===== config.mk =====
export PLATFORM = sky130hd
export DESIGN_NAME = matrix_multiply_flat
export DESIGN_NICKNAME = d
export VERILOG_FILES = /design/src/mm_pkg.sv /design/src/mm_if.sv /design/src/matrix_multiply.sv /design/src/mm_ram.sv /design/src/mm_mac.sv /design/src/flat_wrapper.sv
export SDC_FILE = /design/constraint.sdc
export NUM_CORES = 2
export LEC_CHECK = 0
export BUFFER_PORTS_ARGS = -buffer_cell sky130_fd_sc_hd__buf_2
export CAP_MARGIN = 20
export CORE_MARGIN = 1
export CORE_UTILIZATION = 48
export DETAILED_ROUTE_END_ITERATION = 7
export PLACE_DENSITY = 0.62
export REMOVE_ABC_BUFFERS = 1
export SLEW_MARGIN = 0
export SYNTH_ARGS = -nofsm -noshare
export SYNTH_HDL_FRONTEND = slang
export SYNTH_SLANG_ARGS = --single-unit

===== constraint.sdc =====
create_clock -name clk -period 12.5 [get_ports clk]
set_clock_uncertainty 0.1 [all_clocks]
set_input_delay 1.25 -clock clk [delete_from_list [all_inputs] [get_ports clk]]
set_output_delay 1.25 -clock clk [all_outputs]
set_load 0.01 [all_outputs]

===== src/mm_pkg.sv =====
// Shared types and constants for the matrix multiply block.
`timescale 1ns / 1ps

package mm_pkg;

    localparam int IDX_W   = 3;   // row / column fields
    localparam int DIM_W   = 4;   // size registers
    localparam int VALUE_W = 16;  // Q8.8 input element
    localparam int SUM_W   = 40;  // Q24.16 result element
    localparam int OP_W    = 2;
    localparam int CFG_IDX_W = 2;

    typedef enum logic [OP_W-1:0] {
        OP_LOAD_A  = 2'd0,
        OP_LOAD_B  = 2'd1,
        OP_COMPUTE = 2'd2,
        OP_NONE    = 2'd3
    } op_t;

    typedef enum logic [CFG_IDX_W-1:0] {
        REG_ROWS_A    = 2'd0,
        REG_INNER_LEN = 2'd1,
        REG_COLS_B    = 2'd2,
        REG_UNUSED    = 2'd3
    } reg_idx_t;

    typedef enum logic [1:0] {
        ST_IDLE = 2'b01,
        ST_RUN  = 2'b10
    } state_t;

    // One multiply issued to the MAC pipeline.
    typedef struct packed {
        logic             valid;
        logic             first;      // first product of a dot product
        logic             last_elem;  // final product of a dot product
        logic             last_run;   // belongs to the final element of the run
        logic [IDX_W-1:0] row;
        logic [IDX_W-1:0] col;
    } mac_ctl_t;

    // A finished dot product leaving the MAC.
    typedef struct packed {
        logic             valid;
        logic             last_run;
        logic [IDX_W-1:0] row;
        logic [IDX_W-1:0] col;
        logic [SUM_W-1:0] sum;
    } mac_res_t;

endpackage


===== src/mm_if.sv =====
// Handshake channels for load/compute items and result elements.
`timescale 1ns / 1ps

interface mm_item_if;
    logic                               valid;
    logic                               ready;
    logic [mm_pkg::OP_W-1:0]            op;
    logic [mm_pkg::IDX_W-1:0]           row;
    logic [mm_pkg::IDX_W-1:0]           col;
    logic signed [mm_pkg::VALUE_W-1:0]  value;

    modport source (output valid, output op, output row, output col, output value,
                    input ready);
    modport sink   (input valid, input op, input row, input col, input value,
                    output ready);
endinterface

interface mm_result_if;
    logic                               valid;
    logic                               ready;
    logic signed [mm_pkg::SUM_W-1:0]    product_sum;
    logic [mm_pkg::IDX_W-1:0]           out_row;
    logic [mm_pkg::IDX_W-1:0]           out_col;
    logic                               last;

    modport source (output valid, output product_sum, output out_row, output out_col,
                    output last, input ready);
    modport sink   (input valid, input product_sum, input out_row, input out_col,
                    input last, output ready);
endinterface


===== src/matrix_multiply.sv =====
// Top level of the matrix multiply block: sequencer, element stores, MAC, result register.
//
//   channel  | dir | handshake          | payload
//   ---------+-----+--------------------+------------------------------------------
//   item     | in  | valid / ready      | op, row, col, value (Q8.8)
//   result   | out | valid / ready      | product_sum (Q24.16), out_row, out_col, last
//   cfg      | in  | cfg_we, no wait    | cfg_index, cfg_data
//
// After its transfer a compute item holds the input off while the sequencer issues
// rows*cols*inner products, one product per cycle through the single MAC when not frozen;
// the last sum goes from the product register into the result register.
// Reset clears the size registers to 8 and the control state; stores are not cleared.
// A stalled result register freezes the whole read/MAC pipeline.
`timescale 1ns / 1ps

module matrix_multiply #(
    parameter int MAX_DIM    = 8,
    parameter int ELEM_WIDTH = 16
) (
    input  logic                            clk,
    input  logic                            rst_n,
    mm_item_if.sink                         item,
    mm_result_if.source                     result,
    input  logic                            cfg_we,
    input  logic [mm_pkg::CFG_IDX_W-1:0]    cfg_index,
    input  logic [mm_pkg::DIM_W-1:0]        cfg_data
);

    localparam int DEPTH  = MAX_DIM * MAX_DIM;
    localparam int ADDR_W = (DEPTH > 1) ? $clog2(DEPTH) : 1;
    localparam logic [mm_pkg::DIM_W-1:0] DIM_MAX = mm_pkg::DIM_W'(MAX_DIM);
    localparam logic [mm_pkg::DIM_W-1:0] DIM_ONE = mm_pkg::DIM_W'(1);

    mm_pkg::state_t state_reg, state_next;
    logic [mm_pkg::DIM_W-1:0] rows_a_reg, inner_len_reg, cols_b_reg;
    logic [mm_pkg::DIM_W-1:0] dim_m, dim_k, dim_n;
    logic [mm_pkg::IDX_W-1:0] cnt_i_reg, cnt_j_reg, cnt_l_reg;
    logic [mm_pkg::IDX_W-1:0] cnt_i_next, cnt_j_next, cnt_l_next;

    logic item_xfer, start;
    logic we_a, we_b;
    logic [ELEM_WIDTH-1:0] store_val;
    logic signed [31:0]    value_ext;
    logic [ADDR_W-1:0]     waddr, raddr_a, raddr_b;
    logic [ELEM_WIDTH-1:0] a_data, b_data;

    logic end_l, end_j, end_i;
    logic advance, load_out;
    mm_pkg::mac_ctl_t issue;
    mm_pkg::mac_res_t res;

    logic                            out_valid_reg, out_valid_next;
    logic signed [mm_pkg::SUM_W-1:0] out_sum_reg;
    logic [mm_pkg::IDX_W-1:0]        out_row_reg, out_col_reg;
    logic                            out_last_reg;

    function automatic logic [mm_pkg::DIM_W-1:0] eff_dim(input logic [mm_pkg::DIM_W-1:0] v);
        logic [mm_pkg::DIM_W-1:0] d;
        if (v == '0)
            d = DIM_ONE;
        else if (v > DIM_MAX)
            d = DIM_MAX;
        else
            d = v;
        return d;
    endfunction

    assign dim_m = eff_dim(rows_a_reg);
    assign dim_k = eff_dim(inner_len_reg);
    assign dim_n = eff_dim(cols_b_reg);

    // configuration
    always_ff @(posedge clk or negedge rst_n)
    begin
        if (!rst_n)
        begin
            rows_a_reg    <= mm_pkg::DIM_W'(8);
            inner_len_reg <= mm_pkg::DIM_W'(8);
            cols_b_reg    <= mm_pkg::DIM_W'(8);
        end
        else if (cfg_we)
        begin
            case (cfg_index)
                mm_pkg::REG_ROWS_A:    rows_a_reg    <= cfg_data;
                mm_pkg::REG_INNER_LEN: inner_len_reg <= cfg_data;
                mm_pkg::REG_COLS_B:    cols_b_reg    <= cfg_data;
                default: ;
            endcase
        end
    end

    // loads
    assign item.ready = (state_reg == mm_pkg::ST_IDLE);
    assign item_xfer  = item.valid && item.ready;
    assign start      = item_xfer && (item.op == mm_pkg::OP_COMPUTE);

    assign value_ext = 32'(item.value);
    assign store_val = value_ext[ELEM_WIDTH-1:0];
    assign waddr     = ADDR_W'(int'(item.row) * MAX_DIM + int'(item.col));

    assign we_a = item_xfer && (item.op == mm_pkg::OP_LOAD_A)
                  && ({1'b0, item.row} < dim_m) && ({1'b0, item.col} < dim_k);
    assign we_b = item_xfer && (item.op == mm_pkg::OP_LOAD_B)
                  && ({1'b0, item.row} < dim_k) && ({1'b0, item.col} < dim_n);

    assign raddr_a = ADDR_W'(int'(cnt_i_reg) * MAX_DIM + int'(cnt_l_reg));
    assign raddr_b = ADDR_W'(int'(cnt_l_reg) * MAX_DIM + int'(cnt_j_reg));

    mm_ram #(.DEPTH(DEPTH), .WIDTH(ELEM_WIDTH), .ADDR_W(ADDR_W)) u_store_a (
        .clk   (clk),
        .we    (we_a),
        .waddr (waddr),
        .wdata (store_val),
        .re    (advance),
        .raddr (raddr_a),
        .rdata (a_data)
    );

    mm_ram #(.DEPTH(DEPTH), .WIDTH(ELEM_WIDTH), .ADDR_W(ADDR_W)) u_store_b (
        .clk   (clk),
        .we    (we_b),
        .waddr (waddr),
        .wdata (store_val),
        .re    (advance),
        .raddr (raddr_b),
        .rdata (b_data)
    );

    // sequencer: i over rows, j over columns, l over the inner dimension
    assign end_l = ({1'b0, cnt_l_reg} == dim_k - DIM_ONE);
    assign end_j = ({1'b0, cnt_j_reg} == dim_n - DIM_ONE);
    assign end_i = ({1'b0, cnt_i_reg} == dim_m - DIM_ONE);

    always_comb
    begin
        issue.valid     = (state_reg == mm_pkg::ST_RUN);
        issue.first     = (cnt_l_reg == '0);
        issue.last_elem = end_l;
        issue.last_run  = end_i && end_j;
        issue.row       = cnt_i_reg;
        issue.col       = cnt_j_reg;
    end

    always_comb
    begin
        state_next = state_reg;
        cnt_i_next = cnt_i_reg;
        cnt_j_next = cnt_j_reg;
        cnt_l_next = cnt_l_reg;
        case (state_reg)
            mm_pkg::ST_IDLE:
            begin
                if (start)
                begin
                    state_next = mm_pkg::ST_RUN;
                    cnt_i_next = '0;
                    cnt_j_next = '0;
                    cnt_l_next = '0;
                end
            end
            mm_pkg::ST_RUN:
            begin
                if (advance)
                begin
                    if (!end_l)
                    begin
                        cnt_l_next = cnt_l_reg + 1'b1;
                    end
                    else
                    begin
                        cnt_l_next = '0;
                        if (!end_j)
                        begin
                            cnt_j_next = cnt_j_reg + 1'b1;
                        end
                        else
                        begin
                            cnt_j_next = '0;
                            if (end_i)
                                state_next = mm_pkg::ST_IDLE;
                            else
                                cnt_i_next = cnt_i_reg + 1'b1;
                        end
                    end
                end
            end
            default:
            begin
                state_next = mm_pkg::ST_IDLE;
            end
        endcase
    end

    always_ff @(posedge clk or negedge rst_n)
    begin
        if (!rst_n)
        begin
            state_reg <= mm_pkg::ST_IDLE;
            cnt_i_reg <= '0;
            cnt_j_reg <= '0;
            cnt_l_reg <= '0;
        end
        else
        begin
            state_reg <= state_next;
            cnt_i_reg <= cnt_i_next;
            cnt_j_reg <= cnt_j_next;
            cnt_l_reg <= cnt_l_next;
        end
    end

    mm_mac #(.ELEM_WIDTH(ELEM_WIDTH)) u_mac (
        .clk     (clk),
        .rst_n   (rst_n),
        .advance (advance),
        .issue   (issue),
        .a_data  (a_data),
        .b_data  (b_data),
        .res     (res)
    );

    // freeze only when a finished sum has nowhere to go
    assign advance  = !(res.valid && out_valid_reg && !result.ready);
    assign load_out = advance && res.valid;

    always_comb
    begin
        if (load_out)
            out_valid_next = 1'b1;
        else if (result.ready)
            out_valid_next = 1'b0;
        else
            out_valid_next = out_valid_reg;
    end

    always_ff @(posedge clk or negedge rst_n)
    begin
        if (!rst_n)
            out_valid_reg <= 1'b0;
        else
            out_valid_reg <= out_valid_next;
    end

    always_ff @(posedge clk)
    begin
        if (load_out)
        begin
            out_sum_reg  <= res.sum;
            out_row_reg  <= res.row;
            out_col_reg  <= res.col;
            out_last_reg <= res.last_run;
        end
    end

    assign result.valid       = out_valid_reg;
    assign result.product_sum = out_sum_reg;
    assign result.out_row     = out_row_reg;
    assign result.out_col     = out_col_reg;
    assign result.last        = out_last_reg;

    a_no_overwrite: assert property (@(posedge clk) disable iff (!rst_n)
        load_out |-> (!out_valid_reg || result.ready))
        else $error("result register overwritten while holding an untaken element");

    a_stall_on_full: assert property (@(posedge clk) disable iff (!rst_n)
        (res.valid && result.valid && !result.ready) |-> !advance)
        else $error("pipeline advanced with a finished sum and a full result register");

    a_run_start: assert property (@(posedge clk) disable iff (!rst_n)
        start |=> (state_reg == mm_pkg::ST_RUN && cnt_i_reg == '0
                   && cnt_j_reg == '0 && cnt_l_reg == '0))
        else $error("compute run did not start at element zero");

endmodule


===== src/mm_ram.sv =====
// Element store: one write port, one registered read port.
`timescale 1ns / 1ps

module mm_ram #(
    parameter int DEPTH  = 64,
    parameter int WIDTH  = 16,
    parameter int ADDR_W = 6
) (
    input  logic              clk,
    input  logic              we,
    input  logic [ADDR_W-1:0] waddr,
    input  logic [WIDTH-1:0]  wdata,
    input  logic              re,
    input  logic [ADDR_W-1:0] raddr,
    output logic [WIDTH-1:0]  rdata
);

    logic [WIDTH-1:0] mem [DEPTH];
    logic [WIDTH-1:0] rdata_reg;

    always_ff @(posedge clk)
    begin
        if (we)
        begin
            mem[waddr] <= wdata;
        end
    end

    // read data holds while the pipeline is stalled
    always_ff @(posedge clk)
    begin
        if (re)
        begin
            rdata_reg <= mem[raddr];
        end
    end

    assign rdata = rdata_reg;

endmodule


===== src/mm_mac.sv =====
// Multiply-accumulate pipeline: control follows the RAM read, product, running sum.
`timescale 1ns / 1ps

module mm_mac #(
    parameter int ELEM_WIDTH = 16
) (
    input  logic                   clk,
    input  logic                   rst_n,
    input  logic                   advance,
    input  mm_pkg::mac_ctl_t       issue,
    input  logic [ELEM_WIDTH-1:0]  a_data,
    input  logic [ELEM_WIDTH-1:0]  b_data,
    output mm_pkg::mac_res_t       res
);

    localparam int PROD_W = 2 * ELEM_WIDTH;

    mm_pkg::mac_ctl_t s1_ctl_reg;
    mm_pkg::mac_ctl_t s2_ctl_reg;
    logic signed [mm_pkg::SUM_W-1:0] prod_reg;
    logic signed [mm_pkg::SUM_W-1:0] acc_reg;
    logic signed [mm_pkg::SUM_W-1:0] acc_next;
    logic signed [PROD_W-1:0]        prod;

    assign prod = $signed(a_data) * $signed(b_data);

    always_ff @(posedge clk or negedge rst_n)
    begin
        if (!rst_n)
        begin
            s1_ctl_reg <= '0;
            s2_ctl_reg <= '0;
        end
        else if (advance)
        begin
            s1_ctl_reg <= issue;
            s2_ctl_reg <= s1_ctl_reg;
        end
    end

    // wraps modulo 2^SUM_W, same as the low bits of a wider sum
    always_ff @(posedge clk)
    begin
        if (advance)
        begin
            prod_reg <= mm_pkg::SUM_W'(prod);
            if (s2_ctl_reg.valid)
            begin
                acc_reg <= acc_next;
            end
        end
    end

    assign acc_next = s2_ctl_reg.first ? prod_reg : acc_reg + prod_reg;

    always_comb
    begin
        res.valid    = s2_ctl_reg.valid && s2_ctl_reg.last_elem;
        res.last_run = s2_ctl_reg.last_run;
        res.row      = s2_ctl_reg.row;
        res.col      = s2_ctl_reg.col;
        res.sum      = acc_next;
    end

endmodule

===== src/flat_wrapper.sv =====
// flat-port wrapper written by rule: the top's interface ports become plain ports
module matrix_multiply_flat 
#(
    parameter int MAX_DIM    = 8,
    parameter int ELEM_WIDTH = 16
)
  (clk, rst_n, cfg_we, cfg_index, cfg_data, item_valid, item_op, item_row, item_col, item_value, item_ready, result_valid, result_product_sum, result_out_row, result_out_col, result_last, result_ready);
  mm_item_if item_i ();
  mm_result_if result_i ();
  input  logic clk;
  input  logic rst_n;
  input  logic cfg_we;
  input  logic [mm_pkg::CFG_IDX_W-1:0] cfg_index;
  input  logic [mm_pkg::DIM_W-1:0] cfg_data;
  input wire logic [$bits(item_i.valid)-1:0] item_valid;
  input wire logic [$bits(item_i.op)-1:0] item_op;
  input wire logic [$bits(item_i.row)-1:0] item_row;
  input wire logic [$bits(item_i.col)-1:0] item_col;
  input wire logic [$bits(item_i.value)-1:0] item_value;
  output wire logic [$bits(item_i.ready)-1:0] item_ready;
  output wire logic [$bits(result_i.valid)-1:0] result_valid;
  output wire logic [$bits(result_i.product_sum)-1:0] result_product_sum;
  output wire logic [$bits(result_i.out_row)-1:0] result_out_row;
  output wire logic [$bits(result_i.out_col)-1:0] result_out_col;
  output wire logic [$bits(result_i.last)-1:0] result_last;
  input wire logic [$bits(result_i.ready)-1:0] result_ready;
  assign item_i.valid = item_valid;
  assign item_i.op = item_op;
  assign item_i.row = item_row;
  assign item_i.col = item_col;
  assign item_i.value = item_value;
  assign item_ready = item_i.ready;
  assign result_valid = result_i.valid;
  assign result_product_sum = result_i.product_sum;
  assign result_out_row = result_i.out_row;
  assign result_out_col = result_i.out_col;
  assign result_last = result_i.last;
  assign result_i.ready = result_ready;
  matrix_multiply #(.MAX_DIM(MAX_DIM), .ELEM_WIDTH(ELEM_WIDTH)) u_core (.clk(clk), .rst_n(rst_n), .item(item_i), .result(result_i), .cfg_we(cfg_we), .cfg_index(cfg_index), .cfg_data(cfg_data));
endmodule

==> results.toml <==
[logic_synthesis]
synth_edf_count = 2199
synth.distinct_cells = 67
synth_ff_type = "sky130_fd_sc_hd__edfxtp_1"
avgSynthCellArea_um2 = 19.9
netlist_area_um2 = 97000
postSynthCellCount = 4883
synth-seq-area-share_pct = 69.2
synth_warnings = 0
number_of_register_bits_inferred_by_synthesis = 2243
asyncSetResetFlopFracSynth_pct = 1.96

[worst_setup_path]
type_of_destination_of_the_critical_path = "flop"
criticalPathCategory = "flop to flop"
crit_fanout = 16
timing.critical_path.buf_inv = 3
cp_data_required_time_ns = 13.00
crit_chain = "nand2_1 -> fa_1 -> fa_1 -> fa_1 -> inv_1 -> fa_1 -> fa_1 -> inv_1 -> fa_1 -> inv_1 -> ha_1 -> a21oi_1 -> nand2_1 -> o31ai_2 -> o21a_1 -> nor3_1 -> o31ai_2 -> o21ai_1 -> a21oi_1 -> xnor2_1"
slowest_stage = "sky130_fd_sc_hd__edfxtp_1"
arrival_ns = 7.20
cp_top_family = "adder cells"
crit_path_max_incr_delay_ns = 0.80
timing.critical_path.from_type = "flop"
cp_common_cell = "sky130_fd_sc_hd__fa_1"

[clock_tree]
cts_buffer_depth = 3
tritoncts = "built"
post-cts-setup-buffer-count = 0
post_cts_resize_count = 0
holdBufCountCts = 0
cts_sinks = 2243
h-tree-depth = 4
clkLatencyLatePin_ns = 0.85
cts.reportedPaths.clkPinSlew_ns = 0.06
clock_root_buffer = "sky130_fd_sc_hd__clkbuf_16"
number_of_cts_inserted_buffers = 221

[timing]
setup_viol = 0
setup_tns_ns = 0
number_of_hold_violations_in_the_final_report = 0
maxClockFrequency_mhz = 149
slew_at_the_pin_closest_to_its_max_slew_limit_ns = 1.15
hold_ws_ns = 0.349
slew-limit-headroom_pct = 23.2
period_minus_ws_final_ns = 6.71
final_min_period_over_clock_period_pct = 53.7
slew_violations = 0
unrepaired_setup_endpoints_after_global_routing = "no"

[routing]
dr_total_vias = 46900
drt-wirelength-per-cell_um = 28.3
route.final.wire_length_mm = 227
drt_first_pass_iters = 5
drt_iter0_markers = 5137
ant_nets = 0
route.detailed.vias_per_inst = 5.86
route.detailed.drc = 0

[die]
floorplan.rows = 164
die_y_um = 452
io_count = 84
initial_core_util_pct = 48.5
die_w_um = 452
core_region_area_um2 = 200000
floorplan.die_area_um2 = 204000

[grt]
grt.total_usage_pct = 22.5
pin_count_of_the_biggest_net_entering_global_routing = 120
grt_first_pass_wirelength_mm = 333
first_global_vias = 47500
globalRouteOverflowTotal = 0
antenna_found_initial = 21

[finish]
largestRegisters = "u_core.u_store_a.mem x1024, u_core.u_store_b.mem x1024"
fillCellCount = 15400
multi_input_area_um2 = 27800
num-nets-final = 5576
seqCellArea_um2 = 67200
postLayoutCoreUtil_pct = 54.3
final_cell_mix = "sky130_fd_sc_hd__edfxtp_1, sky130_fd_sc_hd__mux4_2, sky130_fd_sc_hd__inv_1"
layout.cells.most_common = "sky130_fd_sc_hd__edfxtp_1"
stdcell_count = 7998
syn_to_final_growth_pct = 12.0
drive_gt1_share_pct = 24.5

[power]
power.leakage_nw = 35.6
power-per-cell-area_nw_per_um2 = 185
vdd_drop_max_v = 0.000250

[flow_run]
drv.max_cap_violation_count = 0

[place]
post_detailed_placement_half_perimeter_wirelength_mm = 137
portBuffers = 83
dpl.cell_count = 7569
gpl.final_weighted_congestion = 0.879

[outcome]
status = "finished, final reports clean"

[worst_hold_path]
min-delay-path-class = "flop to flop"
cells by family after synthesis:
kind of cell	count (synthesis)	share of synthesized area (%)
compound gates	247	1.57
xor+xnor	81	0.731
fa+ha+maj	399	7.18
buf+inv	543	2.26
flops	2243	69.2
mux	689	15.8
simple gates	681	3.29
synthesized netlist by cell type (23+ instances only):
cell / count / area, um^2
sky130_fd_sc_hd__xnor2_1: 46 / 403
sky130_fd_sc_hd__o21ai_0: 61 / 305
sky130_fd_sc_hd__ha_1: 136 / 1700
sky130_fd_sc_hd__dfrtp_1: 40 / 1000
sky130_fd_sc_hd__edfxtp_1: 2199 / 66000
sky130_fd_sc_hd__clkbuf_1: 128 / 480
sky130_fd_sc_hd__and2_1: 126 / 788
sky130_fd_sc_hd__fa_1: 263 / 5270
sky130_fd_sc_hd__buf_2: 49 / 245
sky130_fd_sc_hd__a21oi_1: 68 / 340
sky130_fd_sc_hd__a21o_1: 28 / 210
sky130_fd_sc_hd__inv_1: 324 / 1220
sky130_fd_sc_hd__buf_1: 23 / 86.3
sky130_fd_sc_hd__nand2b_1: 25 / 156
sky130_fd_sc_hd__mux4_2: 672 / 15100
sky130_fd_sc_hd__xor2_1: 35 / 307
sky130_fd_sc_hd__nand2_1: 243 / 912
sky130_fd_sc_hd__nor2_1: 188 / 706
path summary, 6_finish.rpt:
kind | startpoint | endpoint | slack [ns] | cells after the start
max | u_core.u_store_a.rdata[10] | u_core.u_mac.prod_reg[31] | 5.79 | 20
min | u_core.u_mac.res[45] | u_core.result.out_row[2] | 0.35 | 0
max reg2reg | u_core.u_store_a.rdata[10] | u_core.u_mac.prod_reg[31] | 5.79 | 20
min reg2reg | u_core.u_mac.res[45] | u_core.result.out_row[2] | 0.35 | 0
max in group asynchronous | rst_n | u_core.cnt_l_reg[0] | 11.39 | 2
min in group asynchronous | rst_n | u_core.u_mac.s2_ctl_reg[8] | 0.39 | 2
through the flow:
stage	setup WS (ns)	total power [mW]	cell area, um^2
floorplan	-1.57	12.6	96100
global placement	5.83	13.6	101000
detailed placement	5.78	13.7	101000
CTS	5.78	20.2	108000
global route	5.42	21.1	109000
finish	5.79	20.1	109000
layer usage:
metal | up-vias | part of all wire (%) | global-route usage, %
met5 | - | 0.0035 | 0
li1 | 19800 | - | -
met2 | 1678 | 47 | 34.6
met4 | 2 | 1.8 | 5.29
met1 | 25200 | 44 | 34.0
met3 | 266 | 7.3 | 3.91
power by group:
| group | switching, mW | total, mW | internal [mW] |
|---|---|---|---|
| clock | 2.80 | 6.55 | 3.75 |
| sequential | 0.0818 | 8.69 | 8.61 |
| combinational | 2.71 | 4.81 | 2.11 |
final cells by class:
| class | instances | share of cell area, % |
|---|---|---|
| Inverter | 327 | 1.13 |
| Clock buffer | 271 | 5.38 |
| Timing Repair Buffer | 252 | 1.81 |
| Multi-Input combinational cell | 2097 | 25.6 |
| Sequential cell | 2243 | 61.8 |
| Tap cell | 2656 | 3.06 |
| Antenna cell | 11 | 0.0253 |
| Clock inverter | 141 | 1.20 |
No activity file was read; power rests on OpenSTA's default activity.
